**src/rtl/teq_ram.sv**
```systemverilog
// Simple dual port RAM with one write port and a registered read port.
`timescale 1ns / 1ps
module teq_ram #(
   parameter int WIDTH = 8,
   parameter int DEPTH = 32
) (
   input  logic                     clock,
   input  logic                     wr_en,
   input  logic [$clog2(DEPTH)-1:0] wr_addr,
   input  logic [WIDTH-1:0]         wr_data,
   input  logic                     rd_en,
   input  logic [$clog2(DEPTH)-1:0] rd_addr,
   output logic [WIDTH-1:0]         rd_data
);

   logic [WIDTH-1:0] mem [DEPTH];
   logic [WIDTH-1:0] rd_data_ff;

   always_ff @(posedge clock) begin
      if (wr_en) begin
         mem[wr_addr] <= wr_data;
      end
      if (rd_en) begin
         rd_data_ff <= mem[rd_addr];
      end
   end

   assign rd_data = rd_data_ff;

endmodule
```
**config.mk**
```make
export PLATFORM = sky130hd
export DESIGN_NAME = teq_ram
export DESIGN_NICKNAME = d
export VERILOG_FILES = /design/src/rtl/teq_ram.sv
export SDC_FILE = /design/constraint.sdc
export NUM_CORES = 1
export LEC_CHECK = 0
export ABC_AREA = 1
export BUFFER_PORTS_ARGS = -buffer_cell sky130_fd_sc_hd__buf_2
export CAP_MARGIN = 20
export CORE_MARGIN = 1
export CORE_UTILIZATION = 40
export CTS_BUF_LIST = sky130_fd_sc_hd__clkbuf_2
export CTS_CLUSTER_SIZE = 20
export DETAILED_ROUTE_END_ITERATION = 6
export SETUP_SLACK_MARGIN = 0.15
export SLEW_MARGIN = 15
export SYNTH_ARGS = -nofsm -noshare
export SYNTH_HDL_FRONTEND = slang
export SYNTH_SLANG_ARGS = --single-unit
export TNS_END_PERCENT = 10
```
**constraint.sdc**
```tcl
create_clock -name clock -period 2.9 [get_ports clock]
set_input_delay 0.58 -clock clock [delete_from_list [all_inputs] [get_ports clock]]
set_output_delay 0.58 -clock clock [all_outputs]
set_load 0.005 [all_outputs]
```
==> results.txt <==
Of all nets on the critical path, the largest fanout is 1. The number of gates resized after cts came out at 0. The count of distinct cell types in the synthesized netlist is 11. The first global-routing pass estimated 41540 microns of wire. The required time of the worst setup path is 2320 ps. The net count after synthesis came out at 943.

Once the clock tree was built, the setup fixing pass inserted 0 buffers. The starting density of the core came out at 0.4123. The total routing usage reported by global routing came out at 0.1995. The buffer depth of the longest clock path is 3. The deepest level of the CTS H-tree came out at 3. The number of hold-repair buffers added at the cts stage is 0.

For the pin with the worst max-slew slack, the measured transition is 853.7 ps. STA classifies the critical path startpoint as a flip-flop. From synthesis to final layout, the design area changed by 10.46%.

Between clock sinks in the finished design, the worst skew comes to 49.89 ps. The sum of net half-perimeters after detailed placement is 15210 microns. Of the cells placed in the final design, the portion with a size suffix greater than 1 is 0.1660. The total vias in the final route is 7196. The clock latency reported for the late side of the worst-skew pair is 820 ps. The ratio of final minimum period to clock period came out at 0.6948. The sequential share of the synthesized area is 0.7295. In this run, the number of DRC markers left after iteration 0 of detailed routing was 724.

After layout, the worst setup slack is 885.1 ps. The placed standard-cell area came out at 0.01138 sq mm. The run finished with clean final reports. On the critical path, the stage with the largest delay is an instance of sky130_fd_sc_hd__edfxtp_1. The total of warnings raised by yosys came out at 0.

The most common cell after layout, fill and taps aside is sky130_fd_sc_hd__nand2_1. For this design the static power due to leakage is 4.603 nW. Static timing analysis puts the maximum clock frequency at 496.3 MHz.

The initial antenna violation count came out at 2. The post-synthesis cell count came out at 922. The number of buffer and inverter stages on the critical path is 1. Dividing the detail-routed wire length by the instance count gives 19.52 microns. The number of failing hold endpoints at the final stage is 0. The data arrival time at the worst-slack endpoint came out at 1430 ps.

The area of all placed cells without fillers came out at 0.01200 sq mm. Clock-pin slew was measured on the worst setup and hold paths at 90 ps. Headroom to the max-slew limit came out at 0.4287. The tree is rooted in a sky130_fd_sc_hd__clkbuf_2. The final wirelength came out at 27150 microns.

The total global routing overflow is 0. The max-slew violation count is 0. In this run the power density over the cells is 608.7 mW/mm^2. The pre-antenna-repair detailed-routing pass consisted of 5 iterations.

The worst-case IR drop observed on VDD is 0.3807 mV. The top cell family by delay on the critical path is flip-flops. The clock sink count is 264. The number of buffers added by the clock tree synthesis step is 69. Setup repair after global routing left no endpoint under its margin. In this design, the stage delay of the slowest critical-path cell is 480 ps.

The die height is 166.8 microns. The kind of capture point of the worst setup path is an output pin. Setup violations remaining at the end of the flow were counted as 0. The min-delay analysis places its worst path in the category in -> reg. Walking the worst path, the cells encountered are buf_2. Prior to clock tree synthesis, the placed netlist has a worst setup slack of 622.9 ps. The maximum number of pins on one net before global-route repair is 129.

The reported max-cap violation count came out at 0. The post-layout net count is 1030. The full die area came out at 0.02783 sq mm. The critical path class is reg -> out. The detail-routed via count per cell came out at 5.173. Dividing the synthesized area by the synthesized cell count gives 11.79 sq um. The number of flip-flops and latches in the synthesized netlist came out at 264. The count of unresolved DRC violations after routing came out at 0. The clock period could shrink to 2015 ps. The final sum of negative setup slack is 0 ps. The number of rows created at floorplan is 59.

TritonCTS built the clock tree. The placeable core area came out at 0.02635 sq mm. The die is 166.8 microns wide.

The count of pins on the block boundary came out at 29. The placer congestion estimate is 0.8193. The total power came out at 7.306 mW.

The total standard cell area after synthesis is 0.01087 sq mm. The library cells used most frequently in the layout, excluding fill and tap cells, are sky130_fd_sc_hd__nand2_1 (360), sky130_fd_sc_hd__edfxtp_1 (264), sky130_fd_sc_hd__nand3_1 (204). The number of buffers added on ports is 28.

The via count of the first global-routing pass was 7046. The residual antenna-violating net count after detailed routing is 0.
[Yosys cell counts]
cell	number	area, sq um
sky130_fd_sc_hd__nand2_1	360	1351
sky130_fd_sc_hd__buf_1	2	7.510
sky130_fd_sc_hd__buf_6	24	270.3
sky130_fd_sc_hd__buf_4	4	30.03
sky130_fd_sc_hd__edfxtp_1	264	7928
sky130_fd_sc_hd__inv_2	2	7.510
sky130_fd_sc_hd__nor2_1	32	120.1
sky130_fd_sc_hd__buf_2	15	75.07
sky130_fd_sc_hd__nand3_1	204	1021
sky130_fd_sc_hd__inv_1	8	30.03
sky130_fd_sc_hd__clkbuf_1	7	26.28
[area by class of cell]
class                           count  area (sq um)
Inverter                           10         40.04
Fill cell                        2453         14350
Clock inverter                     18         122.6
Timing Repair Buffer               68         505.5
Antenna cell                        2         5.005
Sequential cell                   264          7928
Multi-Input combinational cell    596          2492
Clock buffer                       98         490.5
Tap cell                          335         419.2
[per-layer routing]
layer / wire length [microns] / part of all wire / GRT usage
met1: 12270 / 0.45 / 0.2778
met2: 12700 / 0.47 / 0.3102
met3: 1761 / 0.065 / 0.04491
met4: 418 / 0.015 / 0.06481
met5: 0 / 0 / 0
[where the power goes]
part	internal (mW)	leakage, nW	total, mW	switching [mW]
Combinational	0.132	1.74	0.499	0.367
Sequential	4.25	2.39	4.27	0.0192
Clock	1.08	0.473	2.54	1.46
Total	5.46	4.60	7.31	1.84
[stage by stage]
stage                     utilization  hold WS [ps]  std cells
after floorplan                     -         678.9        922
after global placement         0.4320         821.5       1273
after detailed placement       0.4320         834.9       1273
after CTS                      0.4553         52.77       1389
after global routing           0.4553         39.95       1390
final                          0.4554         136.0       1391
[registers in the layout, summed over array words and instances, names as in the netlist]
name	count
rd_data	8
mem	256
[final timing paths]
kind,endpoint,cells past startpoint,slack [ps],from
setup reg to reg,rd_data[1],8,1590,mem[1][1]
hold reg to reg,rd_data[4],8,820,mem[14][4]
setup / recovery,rd_data[1],1,890,rd_data[1]
hold / removal,rd_data[4],1,140,rd_en
[cell families (layout without fill, tap and decap cells)]
kind of cell  count (synthesis)  after routing  synth area share
simple gates                596            596            0.2294
other cells                   0              2                 0
flops                       264            264            0.7295
buf+inv                      62            194           0.04111
No activity file was read; power rests on OpenSTA's default activity.
